`config.mk`:
```
export PLATFORM = sky130hd
export DESIGN_NAME = posture_range_classifier
export DESIGN_NICKNAME = d
export VERILOG_FILES = /design/src/hdl/prc_pkg.sv /design/src/hdl/posture_range_classifier.sv /design/src/hdl/prc_lane.sv /design/src/hdl/prc_bound_mem.sv
export SDC_FILE = /design/constraint.sdc
export NUM_CORES = 2
export LEC_CHECK = 0
export BUFFER_PORTS_ARGS = -buffer_cell sky130_fd_sc_hd__buf_2
export CAP_MARGIN = 0
export CORE_UTILIZATION = 65
export CTS_BUF_LIST = sky130_fd_sc_hd__clkbuf_4 sky130_fd_sc_hd__clkbuf_8
export DETAILED_ROUTE_END_ITERATION = 6
export GPL_ROUTABILITY_DRIVEN = 0
export PLACE_DENSITY = 0.79
export SYNTH_ARGS = -nofsm -noshare
export SYNTH_HDL_FRONTEND = slang
export SYNTH_SLANG_ARGS = --single-unit
```
`constraint.sdc`:
```
create_clock -name clock -period 6 [get_ports clock]
set_input_delay 1.2 -clock clock [delete_from_list [all_inputs] [get_ports clock]]
set_output_delay 1.2 -clock clock [all_outputs]
set_load 0.03 [all_outputs]
```
`src/hdl/prc_pkg.sv`:
```
`timescale 1ns / 1ps

package prc_pkg;

   // Fixed field widths of the transactions.
   localparam int FINGER_W      = 8;
   localparam int INPUT_FINGERS = 5;
   localparam int INDEX_W       = 4;
   localparam int USED_W        = 5;
   localparam int CTRL_USED_W   = 3;

   // Default table sizes and lane count.
   localparam int DEF_SPEECH_POSTURES  = 16;
   localparam int DEF_CONTROL_POSTURES = 4;
   localparam int DEF_FINGERS          = 5;

   // Reset values of the configuration registers.
   localparam logic [USED_W-1:0]      SPEECH_USED_RESET  = 5'd15;
   localparam logic [CTRL_USED_W-1:0] CONTROL_USED_RESET = 3'd3;

   // Request and response bus layout.
   localparam int REQ_TDATA_W = 48;
   localparam int REQ_TUSER_W = 3;
   localparam int RSP_TDATA_W = 8;
   localparam int RSP_TUSER_W = 1;
   localparam int FINGER_LSB  = INDEX_W;

   localparam int TUSER_COMMAND_BIT = 0;
   localparam int TUSER_TABLE_BIT   = 1;
   localparam int TUSER_BOUND_BIT   = 2;

   // Configuration port layout.
   localparam int CSR_INDEX_W = 1;
   localparam int CSR_DATA_W  = USED_W;

   typedef enum logic {
      CMD_WRITE    = 1'b0,
      CMD_CLASSIFY = 1'b1
   } command_type;

   typedef enum logic {
      TABLE_SPEECH  = 1'b0,
      TABLE_CONTROL = 1'b1
   } table_type;

   typedef enum logic [CSR_INDEX_W-1:0] {
      CSR_SPEECH_USED  = 1'b0,
      CSR_CONTROL_USED = 1'b1
   } csr_index_type;

endpackage

```
`src/hdl/posture_range_classifier.sv`:
```
`timescale 1ns / 1ps

// Posture range classifier. A write transaction stores one bound row of one
// posture in the speech or the control table. A classify transaction walks
// the selected table from posture 0 upward over the used postures; each
// posture takes an issue step for the bound memory read and a check step for
// the range compare over all finger lanes, and the walk stops at the first
// match or after the last used posture. The response carries the lowest
// matching posture, or no match with posture 0. The speech table has no reset
// and every speech row compared must have been written first; the control
// table reads as zero until written. A new request is taken while a finished
// response still waits on the response side.
module posture_range_classifier
   import prc_pkg::*;
#(
   parameter int SPEECH_POSTURES  = DEF_SPEECH_POSTURES,
   parameter int CONTROL_POSTURES = DEF_CONTROL_POSTURES,
   parameter int FINGERS          = DEF_FINGERS
)
(
   input  logic                   clock,
   input  logic                   reset,
   // Request stream.
   input  logic                   req_tvalid,
   output logic                   req_tready,
   // tdata from bit 0: posture_index, finger_a, finger_b, finger_c,
   // finger_d, finger_e, zero padding.
   input  logic [REQ_TDATA_W-1:0] req_tdata,
   // tuser from bit 0: command, table_sel, bound_sel.
   input  logic [REQ_TUSER_W-1:0] req_tuser,
   // Response stream.
   output logic                   rsp_tvalid,
   input  logic                   rsp_tready,
   // tdata from bit 0: matched_posture, zero padding.
   output logic [RSP_TDATA_W-1:0] rsp_tdata,
   // tuser from bit 0: match_found.
   output logic [RSP_TUSER_W-1:0] rsp_tuser,
   // Configuration write channel.
   input  logic                   csr_valid,
   output logic                   csr_ready,
   input  logic [CSR_INDEX_W-1:0] csr_index,
   input  logic [CSR_DATA_W-1:0]  csr_data
);

   localparam int ROW_W        = FINGERS * FINGER_W;
   localparam int SP_AW        = (SPEECH_POSTURES > 1) ? $clog2(SPEECH_POSTURES) : 1;
   localparam int CT_AW        = (CONTROL_POSTURES > 1) ? $clog2(CONTROL_POSTURES) : 1;
   localparam int MAX_POSTURES = (SPEECH_POSTURES > CONTROL_POSTURES) ?
                                 SPEECH_POSTURES : CONTROL_POSTURES;
   localparam int CNT_BITS     = $clog2(MAX_POSTURES + 1);
   localparam int CNT_W        = (CNT_BITS > USED_W) ? CNT_BITS : USED_W;
   localparam logic [CNT_W-1:0] SPEECH_CAP  = CNT_W'(SPEECH_POSTURES);
   localparam logic [CNT_W-1:0] CONTROL_CAP = CNT_W'(CONTROL_POSTURES);

   typedef enum logic [1:0] {
      ST_IDLE,
      ST_ISSUE,
      ST_CHECK,
      ST_FINISH
   } state_type;

   state_type                  state_ff, state_in;
   logic [CNT_W-1:0]           addr_ff, addr_in;
   logic [CNT_W-1:0]           limit_ff, limit_in;
   logic                       table_ff, table_in;
   logic [ROW_W-1:0]           vals_ff, vals_in;
   logic                       found_ff, found_in;
   logic [INDEX_W-1:0]         posture_ff, posture_in;
   logic                       rsp_valid_ff, rsp_valid_in;
   logic                       rsp_match_ff, rsp_match_in;
   logic [INDEX_W-1:0]         rsp_posture_ff, rsp_posture_in;
   logic [USED_W-1:0]          speech_used_ff;
   logic [CTRL_USED_W-1:0]     control_used_ff;

   logic                       req_accept;
   logic                       req_is_write;
   logic                       req_table;
   logic [ROW_W-1:0]           req_row;
   logic [CNT_W-1:0]           wr_idx;
   logic [CNT_W-1:0]           speech_limit;
   logic [CNT_W-1:0]           control_limit;
   logic                       sp_wr_en;
   logic                       ct_wr_en;
   logic [ROW_W-1:0]           sp_row0, sp_row1;
   logic [ROW_W-1:0]           ct_row0, ct_row1;
   logic [ROW_W-1:0]           sel_row0, sel_row1;
   logic [FINGERS-1:0]         lane_hit;
   logic                       posture_hit;

   // Unpack the finger lanes; lanes beyond the five inputs carry zero.
   genvar j;
   generate
      for (j = 0; j < FINGERS; j++) begin : g_row
         if (j < INPUT_FINGERS) begin : g_field
            assign req_row[j*FINGER_W +: FINGER_W] =
               req_tdata[FINGER_LSB + j*FINGER_W +: FINGER_W];
         end else begin : g_zero
            assign req_row[j*FINGER_W +: FINGER_W] = '0;
         end
      end
   endgenerate

   assign req_tready   = (state_ff == ST_IDLE);
   assign req_accept   = req_tvalid && req_tready;
   assign req_is_write = (req_tuser[TUSER_COMMAND_BIT] == CMD_WRITE);
   assign req_table    = req_tuser[TUSER_TABLE_BIT];
   assign wr_idx       = CNT_W'(req_tdata[INDEX_W-1:0]);

   // Used counts saturate at the table sizes.
   assign speech_limit  = (CNT_W'(speech_used_ff) > SPEECH_CAP) ?
                          SPEECH_CAP : CNT_W'(speech_used_ff);
   assign control_limit = (CNT_W'(control_used_ff) > CONTROL_CAP) ?
                          CONTROL_CAP : CNT_W'(control_used_ff);

   // Writes beyond the table size are dropped.
   assign sp_wr_en = req_accept && req_is_write && (req_table == TABLE_SPEECH) &&
                     (wr_idx < SPEECH_CAP);
   assign ct_wr_en = req_accept && req_is_write && (req_table == TABLE_CONTROL) &&
                     (wr_idx < CONTROL_CAP);

   prc_bound_mem #(
      .DEPTH     (SPEECH_POSTURES),
      .LANES     (FINGERS),
      .HAS_VALID (1'b0)
   ) u_speech_mem (
      .clock    (clock),
      .reset    (reset),
      .wr_en    (sp_wr_en),
      .wr_bound (req_tuser[TUSER_BOUND_BIT]),
      .wr_addr  (wr_idx[SP_AW-1:0]),
      .wr_row   (req_row),
      .rd_addr  (addr_ff[SP_AW-1:0]),
      .rd_row0  (sp_row0),
      .rd_row1  (sp_row1)
   );

   prc_bound_mem #(
      .DEPTH     (CONTROL_POSTURES),
      .LANES     (FINGERS),
      .HAS_VALID (1'b1)
   ) u_control_mem (
      .clock    (clock),
      .reset    (reset),
      .wr_en    (ct_wr_en),
      .wr_bound (req_tuser[TUSER_BOUND_BIT]),
      .wr_addr  (wr_idx[CT_AW-1:0]),
      .wr_row   (req_row),
      .rd_addr  (addr_ff[CT_AW-1:0]),
      .rd_row0  (ct_row0),
      .rd_row1  (ct_row1)
   );

   assign sel_row0 = (table_ff == TABLE_CONTROL) ? ct_row0 : sp_row0;
   assign sel_row1 = (table_ff == TABLE_CONTROL) ? ct_row1 : sp_row1;

   // One compare lane per finger.
   generate
      for (j = 0; j < FINGERS; j++) begin : g_lane
         prc_lane u_lane (
            .value  (vals_ff[j*FINGER_W +: FINGER_W]),
            .bound0 (sel_row0[j*FINGER_W +: FINGER_W]),
            .bound1 (sel_row1[j*FINGER_W +: FINGER_W]),
            .hit    (lane_hit[j])
         );
      end
   endgenerate

   // Merge the lanes: a posture matches only when every finger is in range.
   assign posture_hit = &lane_hit;

   // Sequencer next state.
   always_comb begin
      state_in       = state_ff;
      addr_in        = addr_ff;
      limit_in       = limit_ff;
      table_in       = table_ff;
      vals_in        = vals_ff;
      found_in       = found_ff;
      posture_in     = posture_ff;
      rsp_valid_in   = rsp_valid_ff && !rsp_tready;
      rsp_match_in   = rsp_match_ff;
      rsp_posture_in = rsp_posture_ff;
      unique case (state_ff)
         ST_IDLE: begin
            if (req_accept && !req_is_write) begin
               table_in   = req_table;
               vals_in    = req_row;
               addr_in    = '0;
               found_in   = 1'b0;
               posture_in = '0;
               limit_in   = (req_table == TABLE_CONTROL) ? control_limit : speech_limit;
               if (((req_table == TABLE_CONTROL) ? control_limit : speech_limit) == '0) begin
                  state_in = ST_FINISH;
               end else begin
                  state_in = ST_ISSUE;
               end
            end
         end
         ST_ISSUE: begin
            state_in = ST_CHECK;
         end
         ST_CHECK: begin
            if (posture_hit) begin
               found_in   = 1'b1;
               posture_in = addr_ff[INDEX_W-1:0];
               state_in   = ST_FINISH;
            end else if (addr_ff + 1'b1 == limit_ff) begin
               state_in = ST_FINISH;
            end else begin
               addr_in  = addr_ff + 1'b1;
               state_in = ST_ISSUE;
            end
         end
         ST_FINISH: begin
            if (!rsp_valid_ff || rsp_tready) begin
               rsp_valid_in   = 1'b1;
               rsp_match_in   = found_ff;
               rsp_posture_in = posture_ff;
               state_in       = ST_IDLE;
            end
         end
         default: begin
            state_in = ST_IDLE;
         end
      endcase
   end

   // State and response registers.
   always_ff @(posedge clock) begin
      if (reset) begin
         state_ff     <= ST_IDLE;
         rsp_valid_ff <= 1'b0;
      end else begin
         state_ff     <= state_in;
         rsp_valid_ff <= rsp_valid_in;
      end
      addr_ff        <= addr_in;
      limit_ff       <= limit_in;
      table_ff       <= table_in;
      vals_ff        <= vals_in;
      found_ff       <= found_in;
      posture_ff     <= posture_in;
      rsp_match_ff   <= rsp_match_in;
      rsp_posture_ff <= rsp_posture_in;
   end

   // Configuration registers; the port is always ready.
   assign csr_ready = 1'b1;

   always_ff @(posedge clock) begin
      if (reset) begin
         speech_used_ff  <= SPEECH_USED_RESET;
         control_used_ff <= CONTROL_USED_RESET;
      end else if (csr_valid && csr_ready) begin
         unique case (csr_index)
            CSR_SPEECH_USED:  speech_used_ff  <= csr_data;
            CSR_CONTROL_USED: control_used_ff <= csr_data[CTRL_USED_W-1:0];
            default: begin
            end
         endcase
      end
   end

   assign rsp_tvalid = rsp_valid_ff;
   assign rsp_tdata  = RSP_TDATA_W'(rsp_posture_ff);
   assign rsp_tuser  = RSP_TUSER_W'(rsp_match_ff);

   // A classify transaction holds off further requests in the cycle after it is accepted.
   a_classify_blocks: assert property (@(posedge clock) disable iff (reset)
      (req_accept && !req_is_write) |=> !req_tready)
      else $error("request accepted during a classify");

   // The scan address never reaches the used count.
   a_scan_in_range: assert property (@(posedge clock) disable iff (reset)
      (state_ff == ST_ISSUE || state_ff == ST_CHECK) |-> (addr_ff < limit_ff))
      else $error("scan address beyond used postures");

   // A new response comes only out of the finish step.
   a_rsp_from_finish: assert property (@(posedge clock) disable iff (reset)
      $rose(rsp_valid_ff) |-> $past(state_ff == ST_FINISH))
      else $error("response raised outside the finish step");

   // A miss always reports posture zero.
   a_miss_zero: assert property (@(posedge clock) disable iff (reset)
      (rsp_valid_ff && !rsp_match_ff) |-> (rsp_posture_ff == '0))
      else $error("no-match response with non-zero posture");

endmodule

```
`src/hdl/prc_lane.sv`:
```
`timescale 1ns / 1ps

// One finger lane: checks a value against two bounds held in either order.
module prc_lane
   import prc_pkg::*;
(
   input  logic [FINGER_W-1:0] value,
   input  logic [FINGER_W-1:0] bound0,
   input  logic [FINGER_W-1:0] bound1,
   output logic                hit
);

   logic [FINGER_W-1:0] lo;
   logic [FINGER_W-1:0] hi;

   // Order the bounds, then test inclusively.
   always_comb begin
      if (bound0 < bound1) begin
         lo = bound0;
         hi = bound1;
      end else begin
         lo = bound1;
         hi = bound0;
      end
      hit = (value >= lo) && (value <= hi);
   end

endmodule

```
`src/hdl/prc_bound_mem.sv`:
```
`timescale 1ns / 1ps

// Bound store for one posture table: two row memories, one per bound, read
// together at one address with registered read data.
module prc_bound_mem
   import prc_pkg::*;
#(
   parameter int DEPTH     = DEF_CONTROL_POSTURES,
   parameter int LANES     = DEF_FINGERS,
   parameter bit HAS_VALID = 1'b0,
   localparam int AW       = (DEPTH > 1) ? $clog2(DEPTH) : 1,
   localparam int ROW_W    = LANES * FINGER_W
)
(
   input  logic             clock,
   input  logic             reset,
   input  logic             wr_en,
   input  logic             wr_bound,
   input  logic [AW-1:0]    wr_addr,
   input  logic [ROW_W-1:0] wr_row,
   input  logic [AW-1:0]    rd_addr,
   output logic [ROW_W-1:0] rd_row0,
   output logic [ROW_W-1:0] rd_row1
);

   logic [ROW_W-1:0] row0_mem_ff [DEPTH];
   logic [ROW_W-1:0] row1_mem_ff [DEPTH];
   logic [ROW_W-1:0] rd0_ff;
   logic [ROW_W-1:0] rd1_ff;

   // Write one bound row and read both rows of the addressed posture.
   always_ff @(posedge clock) begin
      if (wr_en && !wr_bound) begin
         row0_mem_ff[wr_addr] <= wr_row;
      end
      if (wr_en && wr_bound) begin
         row1_mem_ff[wr_addr] <= wr_row;
      end
      rd0_ff <= row0_mem_ff[rd_addr];
      rd1_ff <= row1_mem_ff[rd_addr];
   end

   generate
      if (HAS_VALID) begin : g_valid
         logic [DEPTH-1:0] valid0_ff;
         logic [DEPTH-1:0] valid1_ff;
         logic             rdv0_ff;
         logic             rdv1_ff;

         // Valid bits make a row that was never written read as zero.
         always_ff @(posedge clock) begin
            if (reset) begin
               valid0_ff <= '0;
               valid1_ff <= '0;
               rdv0_ff   <= 1'b0;
               rdv1_ff   <= 1'b0;
            end else begin
               if (wr_en && !wr_bound) begin
                  valid0_ff[wr_addr] <= 1'b1;
               end
               if (wr_en && wr_bound) begin
                  valid1_ff[wr_addr] <= 1'b1;
               end
               rdv0_ff <= valid0_ff[rd_addr];
               rdv1_ff <= valid1_ff[rd_addr];
            end
         end

         assign rd_row0 = rdv0_ff ? rd0_ff : '0;
         assign rd_row1 = rdv1_ff ? rd1_ff : '0;
      end else begin : g_plain
         assign rd_row0 = rd0_ff;
         assign rd_row1 = rd1_ff;
      end
   endgenerate

endmodule
```
==> impl_results.md <==
- Status: finished clean
- Critical path type: flop to flop
- CP max FO: 19
- Seq cells post-synth: around 1.8k
- Relative slew margins: approximately a quarter
- Grt total ovfl: 0
- YS warnings: 0
- CTS H-tree depth: 5
- WP data arrival: around 6 ns
- Hold-fix buffer count after cts: 0
- Setup tns final: 0 ns
- DRC viols: 0
- Synth top area cells: edfxtp_1 70%, mux4_2 7.7%, dfxtp_1 5.1%
- Hpwl dp: 91100 um
- Total track usage: 30.7%
- Post-synth EDFFs: 1661
- Worst slew pin tran: about 1.1 ns
- # rows: between 100 and 150
- Via count: 38.0k
- Register area share after synthesis: 75.2%
- Top FF cell, synth: edfxtp_1
- FFs w/ async S/R, synth: 0%
- Die height: 333 um
- Fmax: 0.181 GHz
- Syn_area_per_cell: about 18 um2
- Post-CTS Setup Bufs: 0
- Library cells used by synthesis: 56
- First-pass GRT wire length: 246000 um
- I/O Buffers: 64
- Worst hold path class: flop to flop
- 1st-iter DRT viols: 4760
- Die width: ~330 um
- Post-synth top area share: 70.1%
- Via density: 6.56
- Area Growth Syn to Fin: 11.9%
- Largest net degree at the start of global routing: 164
- Post-cts repair resize count: 0
- Synth Cell Area: 71200 um2
- Hold depth: 0
- Worst skew pair latency: between 0.9 and 1 ns
- Initial antenna violation count: 7
- CTS tree: done
- Clock slew at reported path FFs: 0.06 ns
- Layout Skew: 0.0671 ns
- # nets final: between 4k and 5k
- Routed WL: between 150000 and 200000 um
- WL/cell: between 20 and 30 um
- Root Driver: clkbuf_8
- Worst setup EP type: flop
- Final Hold Viols: 0
- Synth Instances: around 3.9k
- Total power: 26.6 mW
- Part of the cycle the worst path needs: 92.0%
- Worst r2r path cells: 22
- Fin. max-slew vios: 0
- ANT nets after route: 0
- VDD IR max: between 0.2 and 0.25 mV
- Core area: about 110000 um2
- Die Area: roughly 110000 um2
- Layout cells sized above 1: 23.9%
- Vias in the first global route: 38.4k
- RSZ-0062 raised after global routing: no
- Synth area leader: edfxtp_1
- First drt pass iteration count: 5
- Pwr dens: 334 nW/um2
- CTS buffer count: ~300
- CTS max path bufs: 4
- Final setup viols: 0
- Initial Util: 65.5%
- Max Cap Viol: 0
- IO Count: 74
- Crit start category: flop
- Post-layout minimum cycle time: roughly 5.5 ns
- Clock sink count: 1842
- Required time worst endpoint: 6.60 ns
- Pleak: about 27 nW
==> metal layers <==
metal	wire length, um	track usage (%)
met5	42	0
met4	4840	10.3
met3	18300	6.56
met2	80700	48.3
met1	64300	43.3
==> cell usage in the layout, fill, tap and decap left out, types with 25 or more instances in the layout <==
| cell type | Yosys | routed |
|---|---|---|
| mux2i_1 | 320 | 320 |
| o21ai_0 | 244 | 244 |
| ha_1 | 116 | 116 |
| nand2_1 | 190 | 189 |
| nor2_4 | 0 | 38 |
| buf_4 | 14 | 81 |
| clkinv_2 | 0 | 25 |
| buf_2 | 56 | 64 |
| edfxtp_1 | 1661 | 1661 |
| clkinv_1 | 0 | 30 |
| a22oi_1 | 80 | 80 |
| a21oi_1 | 124 | 124 |
| a221oi_1 | 81 | 81 |
| clkbuf_4 | 0 | 125 |
| mux2_2 | 80 | 80 |
| dfxtp_1 | 181 | 181 |
| inv_1 | 113 | 113 |
| mux4_2 | 242 | 242 |
| nor2_1 | 76 | 38 |
| clkbuf_8 | 0 | 326 |
==> logic make-up (layout without fill, tap and decap cells) <==
kind of cell / count (synthesis) / in the layout / share of synthesized area, %
buffers and inverters: 300 / 799 / 1.82
xor gates and xnor gates: 8 / 8 / 0.0984
and+or+nand+nor: 370 / 370 / 2.32
other: 2 / 7 / 0.0105
adders and majority gates: 116 / 116 / 2.04
AOI/OAI and AO/OA: 586 / 586 / 5.14
muxes: 642 / 642 / 13.4
DFF: 1842 / 1842 / 75.2
==> cells in the mapped netlist (10+ instances only) <==
cell	number
nand2_1	190
nor2b_1	24
a221oi_1	81
dfxtp_1	181
inv_1	113
nand4_1	14
a21oi_1	124
edfxtp_1	1661
mux2_2	80
ha_1	116
buf_1	11
o21ai_0	244
mux2i_1	320
clkbuf_1	100
a22oi_1	80
nor2_1	76
nand2b_1	17
mux4_2	242
buf_4	14
buf_2	56
nand3_1	10
==> where the power goes <==
group | total, mW | switching, mW | internal (mW)
registers | 14.2 | 0.0605 | 14.1
clock network | 10.8 | 4.73 | 6.02
logic | 1.64 | 1.02 | 0.622
==> per-stage QoR <==
stage                     std cells  hold WS [ns]  worst slack, ns  util [%]  area [um2]
after floorplan                3869         0.400            0.616         -       71200
after global placement         5259         0.405            0.275      67.8       73700
after detailed placement       5259         0.407            0.290      67.8       73700
after CTS                      5782         0.440            0.265      73.3       79600
after global routing           5783         0.465            0.149      73.3       79600
final                          5784         0.443            0.482      73.3       79700
==> worst max-delay path: stages, from the launching register on <==
cell and delay (ns):
edfxtp_1 0.41, buf_4 0.28, and2_2 0.20, buf_4 0.37, nand2_1 0.09, o21ai_0 0.15, inv_1 0.08, ha_1 0.32
a21o_1 0.16, a21oi_1 0.22, o211ai_2 0.14, o211ai_4 0.32, mux2i_1 0.28, ha_1 0.26, and4_1 0.21, o21ai_1 0.07
a21oi_1 0.07, a2111oi_2 0.55, buf_4 0.25, or4_1 0.14, o41ai_2 0.08, buf_4 0.17, nor2_1 0.32
==> worst paths after layout <==
check                            to          start  slack (ns)
setup / recovery         addr_ff[1]       table_ff        0.48
setup reg to reg         addr_ff[1]       table_ff        0.48
hold / removal    rsp_posture_ff[0]  posture_ff[0]        0.44
hold reg to reg   rsp_posture_ff[0]  posture_ff[0]        0.44
==> registers in the layout (all words and copies together) (netlist names), 2 cells and up <==
name                             count
u_speech_mem.row0_mem_ff           640
u_speech_mem.row1_mem_ff           640
u_control_mem.row0_mem_ff          160
u_control_mem.row1_mem_ff          160
u_control_mem.rd0_ff                40
u_control_mem.rd1_ff                40
u_speech_mem.rd_row0                40
u_speech_mem.rd_row1                40
vals_ff                             40
addr_ff                              5
limit_ff                             5
speech_used_ff                       5
posture_ff                           4
rsp_posture_ff                       4
u_control_mem.g_valid.valid0_ff      4
u_control_mem.g_valid.valid1_ff      4
control_used_ff                      3
state_ff                             2
==> final cells by class <==
type,count,area [um2]
Antenna cell,2,5.00
Clock buffer,451,5430
Clock inverter,72,514
Fill cell,6132,29100
Inverter,113,424
Multi-Input combinational cell,1727,16700
Sequential cell,1842,53500
Tap cell,1414,1770
Timing Repair Buffer,163,1290
No activity file was read; power rests on OpenSTA's default activity.
